===== src/hw/rtl/agc_pkg.sv =====
// ----------------------------------------------------------------------------
// agc_pkg
// Shared constants, soft-clip tables and interface types of the frame-based
// gain control block with soft limiter.
// ----------------------------------------------------------------------------
`default_nettype none

package agc_pkg;

   // frame geometry
   localparam int MAX_FRAME_ORDER = 5;
   localparam int MIN_FRAME_ORDER = 3;
   // frame length count, wide enough for the largest supported frame order (5)
   localparam int FILL_W          = 7;

   // sample and gain formats
   localparam int SAMPLE_W   = 16;
   localparam int GAIN_W     = 27;
   localparam int GAIN_INT_W = 11;
   localparam int CSR_DATA_W = 31;
   localparam int CSR_IDX_W  = 3;

   localparam logic [GAIN_W-1:0] GAIN_HI = 27'd67108864;   // 1024.0 in Q11.16, a gain of 4.0 (numerator over 256)
   localparam logic [GAIN_W-1:0] GAIN_LO = 27'd16777216;   // 256.0 in Q11.16, a gain of 1.0 (numerator over 256)

   localparam logic [14:0] LIMIT_ONSET = 15'd31744;

   // register indexes
   localparam logic [CSR_IDX_W-1:0] REG_FRAME_ORDER     = 3'd0;
   localparam logic [CSR_IDX_W-1:0] REG_POWER_THRESHOLD = 3'd1;
   localparam logic [CSR_IDX_W-1:0] REG_GAIN_INCREMENT  = 3'd2;
   localparam logic [CSR_IDX_W-1:0] REG_GAIN_DECREMENT  = 3'd3;
   localparam logic [CSR_IDX_W-1:0] REG_HOLD_FRAMES     = 3'd4;

   // soft-clip slope and knee, picked by bits 9..6 of the excess
   localparam logic [7:0] SLOPE_TAB [16] = '{
      8'd244, 8'd232, 8'd220, 8'd208, 8'd196, 8'd184, 8'd172, 8'd160,
      8'd148, 8'd136, 8'd124, 8'd112, 8'd100, 8'd88,  8'd76,  8'd64
   };
   localparam logic [14:0] KNEE_TAB [16] = '{
      15'd31744, 15'd31747, 15'd31753, 15'd31762,
      15'd31774, 15'd31789, 15'd31807, 15'd31828,
      15'd31852, 15'd31879, 15'd31909, 15'd31942,
      15'd31978, 15'd32017, 15'd32059, 15'd32104
   };

   typedef struct packed {
      logic [2:0]  frame_order;
      logic [30:0] power_threshold;
      logic [25:0] gain_increment;
      logic [25:0] gain_decrement;
      logic [15:0] hold_frames;
   } cfg_type;

   // one finished frame handed from the front to the back
   typedef struct packed {
      logic                  bank;
      logic [FILL_W-1:0]     count;
      logic [GAIN_INT_W-1:0] gain;
   } desc_type;

   // back tells the front that a buffer bank has been fully read
   typedef struct packed {
      logic valid;
      logic bank;
   } release_type;

endpackage

`default_nettype wire


===== src/hw/rtl/agc_front.sv =====
// ----------------------------------------------------------------------------
// agc_front
// Accepts samples, writes them into the free buffer bank, sums their squares
// and, at the end of a frame, updates gain and hold and queues the frame.
// ----------------------------------------------------------------------------
`default_nettype none

module agc_front #(
   parameter int MAX_FRAME_ORDER = agc_pkg::MAX_FRAME_ORDER
) (
   input  wire logic                          clock,
   input  wire logic                          reset,
   input  wire agc_pkg::cfg_type              cfg,
   input  wire logic                          req_valid,
   output logic                               req_stall,
   input  wire logic [agc_pkg::SAMPLE_W-1:0]  req_sample_in,
   output logic                               wr_en,
   output logic [MAX_FRAME_ORDER:0]           wr_addr,
   output logic [agc_pkg::SAMPLE_W-1:0]       wr_data,
   output logic                               push,
   output agc_pkg::desc_type                  push_desc,
   input  wire logic                          queue_full,
   input  wire agc_pkg::release_type          release_info
);

   localparam int FW = MAX_FRAME_ORDER + 1;
   localparam int EW = 31 + MAX_FRAME_ORDER;
   localparam int CW = agc_pkg::FILL_W;
   localparam int GW = agc_pkg::GAIN_W;

   localparam logic [1:0] ST_IDLE   = 2'd0;
   localparam logic [1:0] ST_ACC    = 2'd1;
   localparam logic [1:0] ST_DECIDE = 2'd2;
   localparam logic [1:0] ST_UPDATE = 2'd3;

   logic [1:0]    state_ff, state_in;
   logic [FW-1:0] fill_ff, fill_in;
   logic [EW-1:0] energy_ff, energy_in;
   logic [30:0]   sq_ff, sq_in;
   logic          loud_ff, loud_in;
   logic [GW-1:0] gain_ff, gain_in;
   logic [15:0]   hold_ff, hold_in;
   logic          wbank_ff, wbank_in;
   logic [1:0]    busy_ff, busy_in;

   logic                 accept;
   logic [2:0]           order_eff;
   logic [FW-1:0]        frame_len;
   logic [FW-1:0]        fill_next;
   logic signed [31:0]   square;
   logic signed [GW:0]   gain_sum;
   logic [GW-1:0]        gain_clamped;

   // effective frame order, clamped to the supported range
   always_comb begin
      if (cfg.frame_order > 3'(MAX_FRAME_ORDER)) begin
         order_eff = 3'(MAX_FRAME_ORDER);
      end else if (cfg.frame_order < 3'(agc_pkg::MIN_FRAME_ORDER)) begin
         order_eff = 3'(agc_pkg::MIN_FRAME_ORDER);
      end else begin
         order_eff = cfg.frame_order;
      end
   end

   assign frame_len = FW'(1) << order_eff;
   assign fill_next = fill_ff + FW'(1);

   // request handshake and buffer write
   assign req_stall = (state_ff != ST_IDLE) || busy_ff[wbank_ff];
   assign accept    = req_valid && !req_stall;
   assign wr_en     = accept;
   assign wr_addr   = {wbank_ff, fill_ff[MAX_FRAME_ORDER-1:0]};
   assign wr_data   = req_sample_in;
   assign square    = $signed(req_sample_in) * $signed(req_sample_in);

   // gain step and clamp
   always_comb begin
      if (loud_ff) begin
         gain_sum = $signed({1'b0, gain_ff}) - $signed({2'b0, cfg.gain_decrement});
      end else if (hold_ff != 16'd0) begin
         gain_sum = $signed({1'b0, gain_ff});
      end else begin
         gain_sum = $signed({1'b0, gain_ff}) + $signed({2'b0, cfg.gain_increment});
      end
      if (gain_sum > $signed({1'b0, agc_pkg::GAIN_HI})) begin
         gain_clamped = agc_pkg::GAIN_HI;
      end else if (gain_sum < $signed({1'b0, agc_pkg::GAIN_LO})) begin
         gain_clamped = agc_pkg::GAIN_LO;
      end else begin
         gain_clamped = gain_sum[GW-1:0];
      end
   end

   assign push = (state_ff == ST_UPDATE) && !queue_full;
   assign push_desc.bank  = wbank_ff;
   assign push_desc.count = CW'(fill_ff);
   assign push_desc.gain  = gain_clamped[GW-1:16];

   // front sequencer
   always_comb begin
      state_in  = state_ff;
      fill_in   = fill_ff;
      energy_in = energy_ff;
      sq_in     = sq_ff;
      loud_in   = loud_ff;
      gain_in   = gain_ff;
      hold_in   = hold_ff;
      wbank_in  = wbank_ff;
      busy_in   = busy_ff;
      if (release_info.valid) begin
         busy_in[release_info.bank] = 1'b0;
      end
      unique case (state_ff)
         ST_IDLE: begin
            if (accept) begin
               sq_in    = square[30:0];
               state_in = ST_ACC;
            end
         end
         ST_ACC: begin
            energy_in = energy_ff + EW'(sq_ff);
            fill_in   = fill_next;
            state_in  = (fill_next >= frame_len) ? ST_DECIDE : ST_IDLE;
         end
         ST_DECIDE: begin
            loud_in  = (energy_ff >> order_eff) >= EW'(cfg.power_threshold);
            state_in = ST_UPDATE;
         end
         ST_UPDATE: begin
            if (push) begin
               gain_in   = gain_clamped;
               if (loud_ff) begin
                  hold_in = cfg.hold_frames;
               end else if (hold_ff != 16'd0) begin
                  hold_in = hold_ff - 16'd1;
               end
               fill_in   = '0;
               energy_in = '0;
               busy_in[wbank_ff] = 1'b1;
               wbank_in  = !wbank_ff;
               state_in  = ST_IDLE;
            end
         end
         default: state_in = ST_IDLE;
      endcase
   end

   // state registers
   always_ff @(posedge clock) begin
      if (reset) begin
         state_ff  <= ST_IDLE;
         fill_ff   <= '0;
         energy_ff <= '0;
         gain_ff   <= agc_pkg::GAIN_LO;
         hold_ff   <= '0;
         wbank_ff  <= 1'b0;
         busy_ff   <= '0;
      end else begin
         state_ff  <= state_in;
         fill_ff   <= fill_in;
         energy_ff <= energy_in;
         gain_ff   <= gain_in;
         hold_ff   <= hold_in;
         wbank_ff  <= wbank_in;
         busy_ff   <= busy_in;
      end
   end

   // working registers
   always_ff @(posedge clock) begin
      sq_ff   <= sq_in;
      loud_ff <= loud_in;
   end

   // a bank is only handed back after it was queued
   a_release_busy : assert property (@(posedge clock) disable iff (reset)
      release_info.valid |-> busy_ff[release_info.bank])
      else $error("release of a bank that is not in use");

   // queuing a frame restarts the count and the energy sum
   a_push_clears : assert property (@(posedge clock) disable iff (reset)
      push |=> (fill_ff == '0) && (energy_ff == '0))
      else $error("frame state not cleared after queuing");

endmodule

`default_nettype wire


===== src/hw/rtl/agc_desc_fifo.sv =====
// ----------------------------------------------------------------------------
// agc_desc_fifo
// Two-entry queue of finished frames between the front and the back, so
// that sample intake and frame output stall independently.
// ----------------------------------------------------------------------------
`default_nettype none

module agc_desc_fifo (
   input  wire logic              clock,
   input  wire logic              reset,
   input  wire logic              push,
   input  wire agc_pkg::desc_type push_desc,
   input  wire logic              pop,
   output agc_pkg::desc_type      pop_desc,
   output logic                   full,
   output logic                   empty
);

   localparam logic [1:0] DEPTH = 2'd2;

   agc_pkg::desc_type entry_ff [2];
   logic       wptr_ff;
   logic       rptr_ff;
   logic [1:0] count_ff;

   assign full     = (count_ff == DEPTH);
   assign empty    = (count_ff == 2'd0);
   assign pop_desc = entry_ff[rptr_ff];

   // pointers and occupancy
   always_ff @(posedge clock) begin
      if (reset) begin
         wptr_ff  <= 1'b0;
         rptr_ff  <= 1'b0;
         count_ff <= 2'd0;
      end else begin
         if (push) begin
            wptr_ff <= !wptr_ff;
         end
         if (pop) begin
            rptr_ff <= !rptr_ff;
         end
         if (push && !pop) begin
            count_ff <= count_ff + 2'd1;
         end else if (pop && !push) begin
            count_ff <= count_ff - 2'd1;
         end
      end
   end

   // entry storage
   always_ff @(posedge clock) begin
      if (push) begin
         entry_ff[wptr_ff] <= push_desc;
      end
   end

   a_no_overflow : assert property (@(posedge clock) disable iff (reset)
      push |-> !full || pop)
      else $error("frame queue overflow");

   a_no_underflow : assert property (@(posedge clock) disable iff (reset)
      pop |-> !empty)
      else $error("frame queue underflow");

endmodule

`default_nettype wire


===== src/hw/rtl/agc_back.sv =====
// ----------------------------------------------------------------------------
// agc_back
// Holds the two-bank frame buffer and plays queued frames out through the
// gain multiply, soft clip and saturation pipeline.
// ----------------------------------------------------------------------------
`default_nettype none

module agc_back #(
   parameter int MAX_FRAME_ORDER = agc_pkg::MAX_FRAME_ORDER
) (
   input  wire logic                            clock,
   input  wire logic                            reset,
   input  wire logic                            wr_en,
   input  wire logic [MAX_FRAME_ORDER:0]        wr_addr,
   input  wire logic [agc_pkg::SAMPLE_W-1:0]    wr_data,
   input  wire logic                            queue_empty,
   input  wire agc_pkg::desc_type               queue_desc,
   output logic                                 pop,
   output agc_pkg::release_type                 release_info,
   output logic                                 rsp_valid,
   input  wire logic                            rsp_stall,
   output logic [agc_pkg::SAMPLE_W-1:0]         rsp_sample_out,
   output logic                                 rsp_frame_last,
   output logic [agc_pkg::GAIN_INT_W-1:0]       rsp_gain_applied
);

   localparam int DEPTH = 2 << MAX_FRAME_ORDER;
   localparam int CW    = agc_pkg::FILL_W;
   localparam int GI    = agc_pkg::GAIN_INT_W;
   localparam int SW    = agc_pkg::SAMPLE_W;

   // frame buffer, two banks
   logic [SW-1:0] mem [DEPTH];

   // playout control
   logic                       active_ff;
   logic                       bank_ff;
   logic [MAX_FRAME_ORDER-1:0] idx_ff;
   logic [CW-1:0]              cnt_ff;
   logic [GI-1:0]              gain_ff;

   // pipeline registers
   logic                 v1_ff, v2_ff, v3_ff, v4_ff;
   logic                 last1_ff, last2_ff, last3_ff, last4_ff;
   logic [GI-1:0]        g1_ff, g2_ff, g3_ff, g4_ff;
   logic signed [SW-1:0] s1_ff;
   logic signed [18:0]   x2_ff, x3_ff, x4_ff;
   logic signed [18:0]   over3_ff;
   logic [3:0]           k3_ff, k4_ff;
   logic                 clip3_ff, clip4_ff, pos3_ff, pos4_ff;
   logic signed [27:0]   prod4_ff;
   logic                 rsp_valid_ff;
   logic [SW-1:0]        rsp_sample_ff;
   logic                 rsp_last_ff;
   logic [GI-1:0]        rsp_gain_ff;

   logic                 advance;
   logic                 issue;
   logic                 issue_last;
   logic signed [27:0]   mul2;
   logic [18:0]          xmag;
   logic signed [18:0]   over;
   logic [18:0]          omag;
   logic signed [27:0]   mul4;
   logic signed [18:0]   shifted;
   logic signed [19:0]   knee;
   logic signed [19:0]   y;
   logic [SW-1:0]        sat;

   assign advance    = !rsp_valid_ff || !rsp_stall;
   assign issue      = active_ff && advance;
   assign issue_last = (CW'(idx_ff) + CW'(1)) == cnt_ff;
   assign pop        = !active_ff && !queue_empty;

   assign release_info.valid = issue && issue_last;
   assign release_info.bank  = bank_ff;

   // buffer write from the front
   always_ff @(posedge clock) begin
      if (wr_en) begin
         mem[wr_addr] <= wr_data;
      end
   end

   // buffer read into the first stage
   always_ff @(posedge clock) begin
      if (issue) begin
         s1_ff    <= mem[{bank_ff, idx_ff}];
         last1_ff <= issue_last;
         g1_ff    <= gain_ff;
      end
   end

   // frame playout sequencing
   always_ff @(posedge clock) begin
      if (reset) begin
         active_ff <= 1'b0;
      end else if (pop) begin
         active_ff <= 1'b1;
      end else if (issue && issue_last) begin
         active_ff <= 1'b0;
      end
   end

   always_ff @(posedge clock) begin
      if (pop) begin
         bank_ff <= queue_desc.bank;
         cnt_ff  <= queue_desc.count;
         gain_ff <= queue_desc.gain;
         idx_ff  <= '0;
      end else if (issue) begin
         idx_ff  <= idx_ff + MAX_FRAME_ORDER'(1);
      end
   end

   // gain multiply, floor of product over 256
   assign mul2 = s1_ff * $signed({1'b0, g1_ff});

   // excess over the limiter onset
   always_comb begin
      xmag = x2_ff[18] ? 19'(-x2_ff) : 19'(x2_ff);
      if (!x2_ff[18] && (x2_ff != '0)) begin
         over = x2_ff - $signed({4'b0, agc_pkg::LIMIT_ONSET});
      end else begin
         over = x2_ff + $signed({4'b0, agc_pkg::LIMIT_ONSET});
      end
      omag = over[18] ? 19'(-over) : 19'(over);
   end

   // slope multiply
   assign mul4 = over3_ff * $signed({1'b0, agc_pkg::SLOPE_TAB[k3_ff]});

   // knee add and saturation
   always_comb begin
      shifted = prod4_ff[26:8];
      knee    = $signed({5'b0, agc_pkg::KNEE_TAB[k4_ff]});
      if (!clip4_ff) begin
         y = 20'(x4_ff);
      end else if (pos4_ff) begin
         y = knee + 20'(shifted);
      end else begin
         y = 20'(shifted) - knee;
      end
      if (y > 20'sd32767) begin
         sat = 16'h7fff;
      end else if (y < -20'sd32768) begin
         sat = 16'h8000;
      end else begin
         sat = y[SW-1:0];
      end
   end

   // pipeline valids
   always_ff @(posedge clock) begin
      if (reset) begin
         v1_ff        <= 1'b0;
         v2_ff        <= 1'b0;
         v3_ff        <= 1'b0;
         v4_ff        <= 1'b0;
         rsp_valid_ff <= 1'b0;
      end else if (advance) begin
         v1_ff        <= issue;
         v2_ff        <= v1_ff;
         v3_ff        <= v2_ff;
         v4_ff        <= v3_ff;
         rsp_valid_ff <= v4_ff;
      end
   end

   // pipeline data
   always_ff @(posedge clock) begin
      if (advance) begin
         x2_ff         <= mul2[26:8];
         last2_ff      <= last1_ff;
         g2_ff         <= g1_ff;
         x3_ff         <= x2_ff;
         over3_ff      <= over;
         k3_ff         <= omag[9:6];
         clip3_ff      <= xmag > 19'(agc_pkg::LIMIT_ONSET);
         pos3_ff       <= !x2_ff[18] && (x2_ff != '0);
         last3_ff      <= last2_ff;
         g3_ff         <= g2_ff;
         prod4_ff      <= mul4;
         x4_ff         <= x3_ff;
         k4_ff         <= k3_ff;
         clip4_ff      <= clip3_ff;
         pos4_ff       <= pos3_ff;
         last4_ff      <= last3_ff;
         g4_ff         <= g3_ff;
         rsp_sample_ff <= sat;
         rsp_last_ff   <= last4_ff;
         rsp_gain_ff   <= g4_ff;
      end
   end

   assign rsp_valid        = rsp_valid_ff;
   assign rsp_sample_out   = rsp_sample_ff;
   assign rsp_frame_last   = rsp_last_ff;
   assign rsp_gain_applied = rsp_gain_ff;

   // the applied gain always lies within the clamp range
   a_gain_range : assert property (@(posedge clock) disable iff (reset)
      rsp_valid_ff |-> (rsp_gain_ff >= 11'd256) && (rsp_gain_ff <= 11'd1024))
      else $error("applied gain out of range");

endmodule

`default_nettype wire


===== src/hw/rtl/audio_agc_soft_limiter_core.sv =====
// ----------------------------------------------------------------------------
// audio_agc_soft_limiter_core
// Frame-based automatic gain control with attack, hold and release, and a
// table-driven soft limiter on the output samples.
// ----------------------------------------------------------------------------
// Usage:
//   req_* carries one signed 16-bit sample per request. Samples are buffered
//   into a frame of 2^frame_order samples; when the frame fills, its mean
//   energy updates the gain and hold, and the whole frame is sent on rsp_*,
//   one result per buffered sample, frame_last on the final one, together
//   with the gain numerator over 256 used for that frame.
//   Intake handles each sample as a buffer write and square, then an energy
//   accumulate; the sample that closes a frame goes on to the energy compare
//   and the gain update, which waits while the frame queue is full. Results
//   of a frame then follow one per cycle unless rsp_stall holds them, with
//   an idle slot between frames while the next one is popped from the queue.
//   Two buffer banks and a two-entry frame queue let a frame play out while
//   the next one fills; req_stall is high in the cycles after each accepted
//   sample and while the bank to be filled next is still queued or playing.
//   A stalled rsp_* holds its result and freezes the output pipeline only.
//   Reset (synchronous) restores the register defaults, gain 1.0, hold zero
//   and an empty frame; the buffer itself needs no clearing. csr_* writes a
//   register at any edge with csr_wr_en high; only the user keeps it to idle.
// ----------------------------------------------------------------------------
`default_nettype none

module audio_agc_soft_limiter_core #(
   parameter int MAX_FRAME_ORDER = agc_pkg::MAX_FRAME_ORDER
) (
   input  wire logic                             clock,
   input  wire logic                             reset,
   input  wire logic                             req_valid,
   output logic                                  req_stall,
   input  wire logic [agc_pkg::SAMPLE_W-1:0]     req_sample_in,
   output logic                                  rsp_valid,
   input  wire logic                             rsp_stall,
   output logic [agc_pkg::SAMPLE_W-1:0]          rsp_sample_out,
   output logic                                  rsp_frame_last,
   output logic [agc_pkg::GAIN_INT_W-1:0]        rsp_gain_applied,
   input  wire logic                             csr_wr_en,
   input  wire logic [agc_pkg::CSR_IDX_W-1:0]    csr_index,
   input  wire logic [agc_pkg::CSR_DATA_W-1:0]   csr_wr_data
);

   agc_pkg::cfg_type     cfg_ff;
   agc_pkg::desc_type    push_desc;
   agc_pkg::desc_type    pop_desc;
   agc_pkg::release_type release_info;

   logic                        wr_en;
   logic [MAX_FRAME_ORDER:0]    wr_addr;
   logic [agc_pkg::SAMPLE_W-1:0] wr_data;
   logic                        push;
   logic                        pop;
   logic                        queue_full;
   logic                        queue_empty;

   // configuration registers
   always_ff @(posedge clock) begin
      if (reset) begin
         cfg_ff.frame_order     <= 3'd5;
         cfg_ff.power_threshold <= 31'd25000000;
         cfg_ff.gain_increment  <= 26'd11237;
         cfg_ff.gain_decrement  <= 26'd374582;
         cfg_ff.hold_frames     <= 16'd137;
      end else if (csr_wr_en) begin
         unique case (csr_index)
            agc_pkg::REG_FRAME_ORDER:     cfg_ff.frame_order     <= csr_wr_data[2:0];
            agc_pkg::REG_POWER_THRESHOLD: cfg_ff.power_threshold <= csr_wr_data;
            agc_pkg::REG_GAIN_INCREMENT:  cfg_ff.gain_increment  <= csr_wr_data[25:0];
            agc_pkg::REG_GAIN_DECREMENT:  cfg_ff.gain_decrement  <= csr_wr_data[25:0];
            agc_pkg::REG_HOLD_FRAMES:     cfg_ff.hold_frames     <= csr_wr_data[15:0];
            default: ;
         endcase
      end
   end

   // intake, energy and gain update
   agc_front #(
      .MAX_FRAME_ORDER (MAX_FRAME_ORDER)
   ) u_front (
      .clock         (clock),
      .reset         (reset),
      .cfg           (cfg_ff),
      .req_valid     (req_valid),
      .req_stall     (req_stall),
      .req_sample_in (req_sample_in),
      .wr_en         (wr_en),
      .wr_addr       (wr_addr),
      .wr_data       (wr_data),
      .push          (push),
      .push_desc     (push_desc),
      .queue_full    (queue_full),
      .release_info  (release_info)
   );

   // finished frame queue
   agc_desc_fifo u_fifo (
      .clock     (clock),
      .reset     (reset),
      .push      (push),
      .push_desc (push_desc),
      .pop       (pop),
      .pop_desc  (pop_desc),
      .full      (queue_full),
      .empty     (queue_empty)
   );

   // frame buffer and output pipeline
   agc_back #(
      .MAX_FRAME_ORDER (MAX_FRAME_ORDER)
   ) u_back (
      .clock            (clock),
      .reset            (reset),
      .wr_en            (wr_en),
      .wr_addr          (wr_addr),
      .wr_data          (wr_data),
      .queue_empty      (queue_empty),
      .queue_desc       (pop_desc),
      .pop              (pop),
      .release_info     (release_info),
      .rsp_valid        (rsp_valid),
      .rsp_stall        (rsp_stall),
      .rsp_sample_out   (rsp_sample_out),
      .rsp_frame_last   (rsp_frame_last),
      .rsp_gain_applied (rsp_gain_applied)
   );

endmodule

`default_nettype wire


===== config.mk =====
export PLATFORM = sky130hd
export DESIGN_NAME = audio_agc_soft_limiter_core
export DESIGN_NICKNAME = d
export VERILOG_FILES = /design/src/hw/rtl/agc_pkg.sv /design/src/hw/rtl/agc_front.sv /design/src/hw/rtl/agc_desc_fifo.sv /design/src/hw/rtl/agc_back.sv /design/src/hw/rtl/audio_agc_soft_limiter_core.sv
export SDC_FILE = /design/constraint.sdc
export NUM_CORES = 2
export LEC_CHECK = 0
export ABC_CLOCK_PERIOD_IN_PS = 16900
export BUFFER_PORTS_ARGS = -buffer_cell sky130_fd_sc_hd__buf_2
export CAP_MARGIN = 0
export CORE_MARGIN = 1
export CORE_UTILIZATION = 65
export DETAILED_ROUTE_END_ITERATION = 10
export GPL_ROUTABILITY_DRIVEN = 0
export PLACE_DENSITY = 0.82
export RECOVER_POWER = 100
export REMOVE_ABC_BUFFERS = 1
export SYNTH_ARGS = -nofsm -noshare
export SYNTH_HDL_FRONTEND = slang
export SYNTH_HIERARCHICAL = 1
export SYNTH_SLANG_ARGS = --single-unit

===== constraint.sdc =====
create_clock -name clock -period 16.9 [get_ports clock]
set_input_delay 3.38 -clock clock [delete_from_list [all_inputs] [get_ports clock]]
set_output_delay 3.38 -clock clock [all_outputs]
set_load 0.01 [all_outputs]

==> flow_summary.yaml <==
yosys:
  synth_edf_count: 1301
  yosysUniqueCellTypes: 112
  synth_cells: 6201
  syn_area_per_cell_sq_um: 13.58
  syn_area_sq_um: 84220
  ys_async_sr_fraction_pct: 0
  ys_warn_count: 6
  yosysSeqAreaShare_pct: 51.33
  post-synth-top-area-cell: "edfxtp_1"
  synth_area_leaders: "edfxtp_1 (46%), fa_1 (11%), mux4_2 (9.0%)"
  ys.flop_type: "edfxtp_1"
  ys_ff_latch: 1509
  synthDominantCellAreaShare_pct: 46.39
floorplan:
  rows: 131
  pin_count: 85
  die_h_um: 362.0
  start_util_pct: 65.79
  die_area_sq_um: 131000
  die_w_um: 362.0
  core_area_sq_um: 128000
sta:
  finalSetupTns_ps: 0
  relSlewSlack_pct: -215.5
  fmax_mhz: 77.94
  setup_viol_count_final: 0
  hold_viol: 0
  worst_slew_pin_slew_ps: 4732
  finClkSkew_ps: 46.48
  min_period_over_period_pct: 75.92
  slew_violations: 2499
  rsz0062_at_grt: "false"
  finalCriticalPeriod_ps: 12830
layout:
  finalNetCount: 7174
  drive_gt1_share_pct: 11.07
  final_cell_mix: "edfxtp_1 (1,301), inv_1 (740), fa_1 (465)"
  layout_commonest_cell: "edfxtp_1"
  syn_to_final_growth_pct: 8.232
routing:
  vias: 53530
  drt_wl_total_mm: 227.1
  via_per_inst: 6.571
  drtIter0Drc: 6371
  drcViolationCount: 0
  antenna_left: 0
  drtPass1Iterations: 8
  wl_per_cell_um: 27.87
global_route:
  grt_pass1_wl_mm: 340.0
  antenna_found_initial: 17
  grt_pass1_vias: 55450
  grt_max_degree: 131
  grt_overflow: 0
  grt_usage_pct: 35.35
critical_path:
  worstSetupStartpointType: "input pin"
  cp.required_ps: 17440
  max_stage_delay_ps: 2670
  slowest_stage: "clkbuf_1"
  criticalPathCategory: "input pin to flip-flop"
  crit_fanout: 78
  endpoint_kind: "flip-flop"
  cp_cell_sequence: "buf_2 > clkbuf_1 > inv_1 > nor2_1 > fa_1 > inv_1 > fa_1 > inv_1 > fa_1 > fa_1 > fa_1 > inv_1 > fa_1 > inv_1 > ha_1 > and3_1 > a221oi_1 > nor2b_1 > a41o_1 > o21ai_0 > o2111ai_1 > a21oi_1 > xnor2_1"
  cpMostUsedCell: "fa_1"
  worstPathArrival_ps: 13370
outcome:
  status: "finished with violations"
  violations: "capacitance limit, slew limit"
clock_tree:
  h-tree-depth: 4
  cts_hold_buf: 0
  post_cts_buffers: 0
  ctsLongestPathBuffers: 3
  clock-sinks: 1509
  cts-buffers-inserted: 151
  cts_root_buf: "clkbuf_16"
  cts_tree: "built"
  clock_latency_ps: 830
  clk_pin_slew_worst_paths_ps: 60
  post_cts_resized: 0
placed_design:
  io_buffers: 84
  dpl.hpwl_mm: 135.0
hold_path:
  hold_class: "flip-flop to flip-flop"
run:
  drv_cap: 77
## registers in the layout, indices dropped and copies added, names as in the netlist, 16 cells and up, named ones only
| name | flops |
|---|---|
| u_back/prod4_ff | 19 |
| u_front/energy_ff | 36 |
| u_front/sq_ff | 30 |
| u_back/mem | 1024 |
| u_back/x2_ff | 19 |
| u_back/s1_ff | 16 |
| u_back/x3_ff | 19 |
| u_fifo/entry_ff | 38 |
| u_front/hold_ff | 16 |
| u_front/gain_ff | 27 |
| cfg_ff | 102 |
| u_back/rsp_sample_out | 16 |
| u_back/x4_ff | 19 |
## synth_stat cells, types with 24 or more instances
library cell,count
edfxtp_1,1301
inv_1,740
fa_1,465
nand2_1,376
ha_1,367
nor2_1,363
mux4_2,336
a21oi_1,236
dfxtp_1,208
and2_1,184
clkbuf_1,161
mux2i_1,148
nand2b_1,136
o21ai_0,130
xnor2_1,130
a21o_1,76
nand3_1,61
xor2_1,58
nor2b_1,48
nor3_1,42
buf_4,41
buf_2,35
a22o_1,32
buf_1,29
o31ai_1,28
a211oi_1,26
and3_1,25
o211ai_1,25
o21a_1,25
mux2_2,24
## worst max-delay path: cells and delay by family
family,cells,cell delay [ps]
buf+inv,7,4280
fa+ha+maj,7,3470
xor+xnor,1,90
compound gates,5,1150
simple gates,3,890
## layer usage
layer  global-route usage (%)  routed length (um)  up-vias  share of wire, %
met2                    57.74              109500     3475                48
li1                         -                   -    22330                 -
met1                    42.46               76410    26700                34
met5                        0                 183        -             0.081
met4                    20.66               15630       26               6.9
met3                    9.441               25360      999                11
## logic make-up (layout without fill, tap and decap cells)
| logic type | count (synthesis) | after routing | synth area share [%] |
|---|---|---|---|
| flip-flops | 1509 | 1509 | 51.33 |
| AND/OR/NAND/NOR | 1358 | 1358 | 7.920 |
| buffers and inverters | 1017 | 1226 | 4.852 |
| adder cells (fa/ha/maj) | 832 | 832 | 16.51 |
| AO/OA/AOI/OAI | 786 | 786 | 6.344 |
| multiplexers | 508 | 508 | 11.06 |
| XOR/XNOR | 189 | 189 | 1.974 |
| other | 2 | 10 | 0.008917 |
## per-stage QoR
| stage | std cells | hold slack [ps] | util, % | setup WS, ps | cell area, sq um |
|---|---|---|---|---|---|
| global route | 8141 | 422.7 | 71.20 | 3770 | 91140 |
| detailed placement | 7863 | 404.5 | 67.59 | 6098 | 86520 |
| CTS | 8141 | 418.0 | 71.62 | 6822 | 91680 |
| finish | 8147 | 415.2 | 71.21 | 4069 | 91150 |
| global placement | 7863 | 401.8 | 67.59 | 6325 | 86520 |
| floorplan | 5928 | 400.3 | - | 4034 | 82930 |
## area by class of cell
| type | count | area, sq um |
|---|---|---|
| diodes | 6 | 15.01 |
| clock buffers | 190 | 4016 |
| clock inverters | 88 | 1142 |
| fillers | 7936 | 36860 |
| inverters | 742 | 2785 |
| multi-input cells | 3677 | 36850 |
| flip-flops and latches | 1509 | 43240 |
| well taps | 1729 | 2163 |
| repair buffers | 206 | 935.9 |
## worst paths after layout
| check | start | end | slack, ps | cells past startpoint |
|---|---|---|---|---|
| worst max-delay path | req_sample_in[3] | u_front/sq_ff[30] | 4070 | 23 |
| worst min-delay path | u_back/g2_ff[4] | u_back/g3_ff[4] | 420 | 0 |
| worst max register to register | u_back/idx_ff[1] | u_back/s1_ff[5] | 8290 | 4 |
| worst min register to register | u_back/g2_ff[4] | u_back/g3_ff[4] | 420 | 0 |
Power is not shown: default switching activity piles up to over one toggle a cycle in this logic, so the estimate is an artifact.
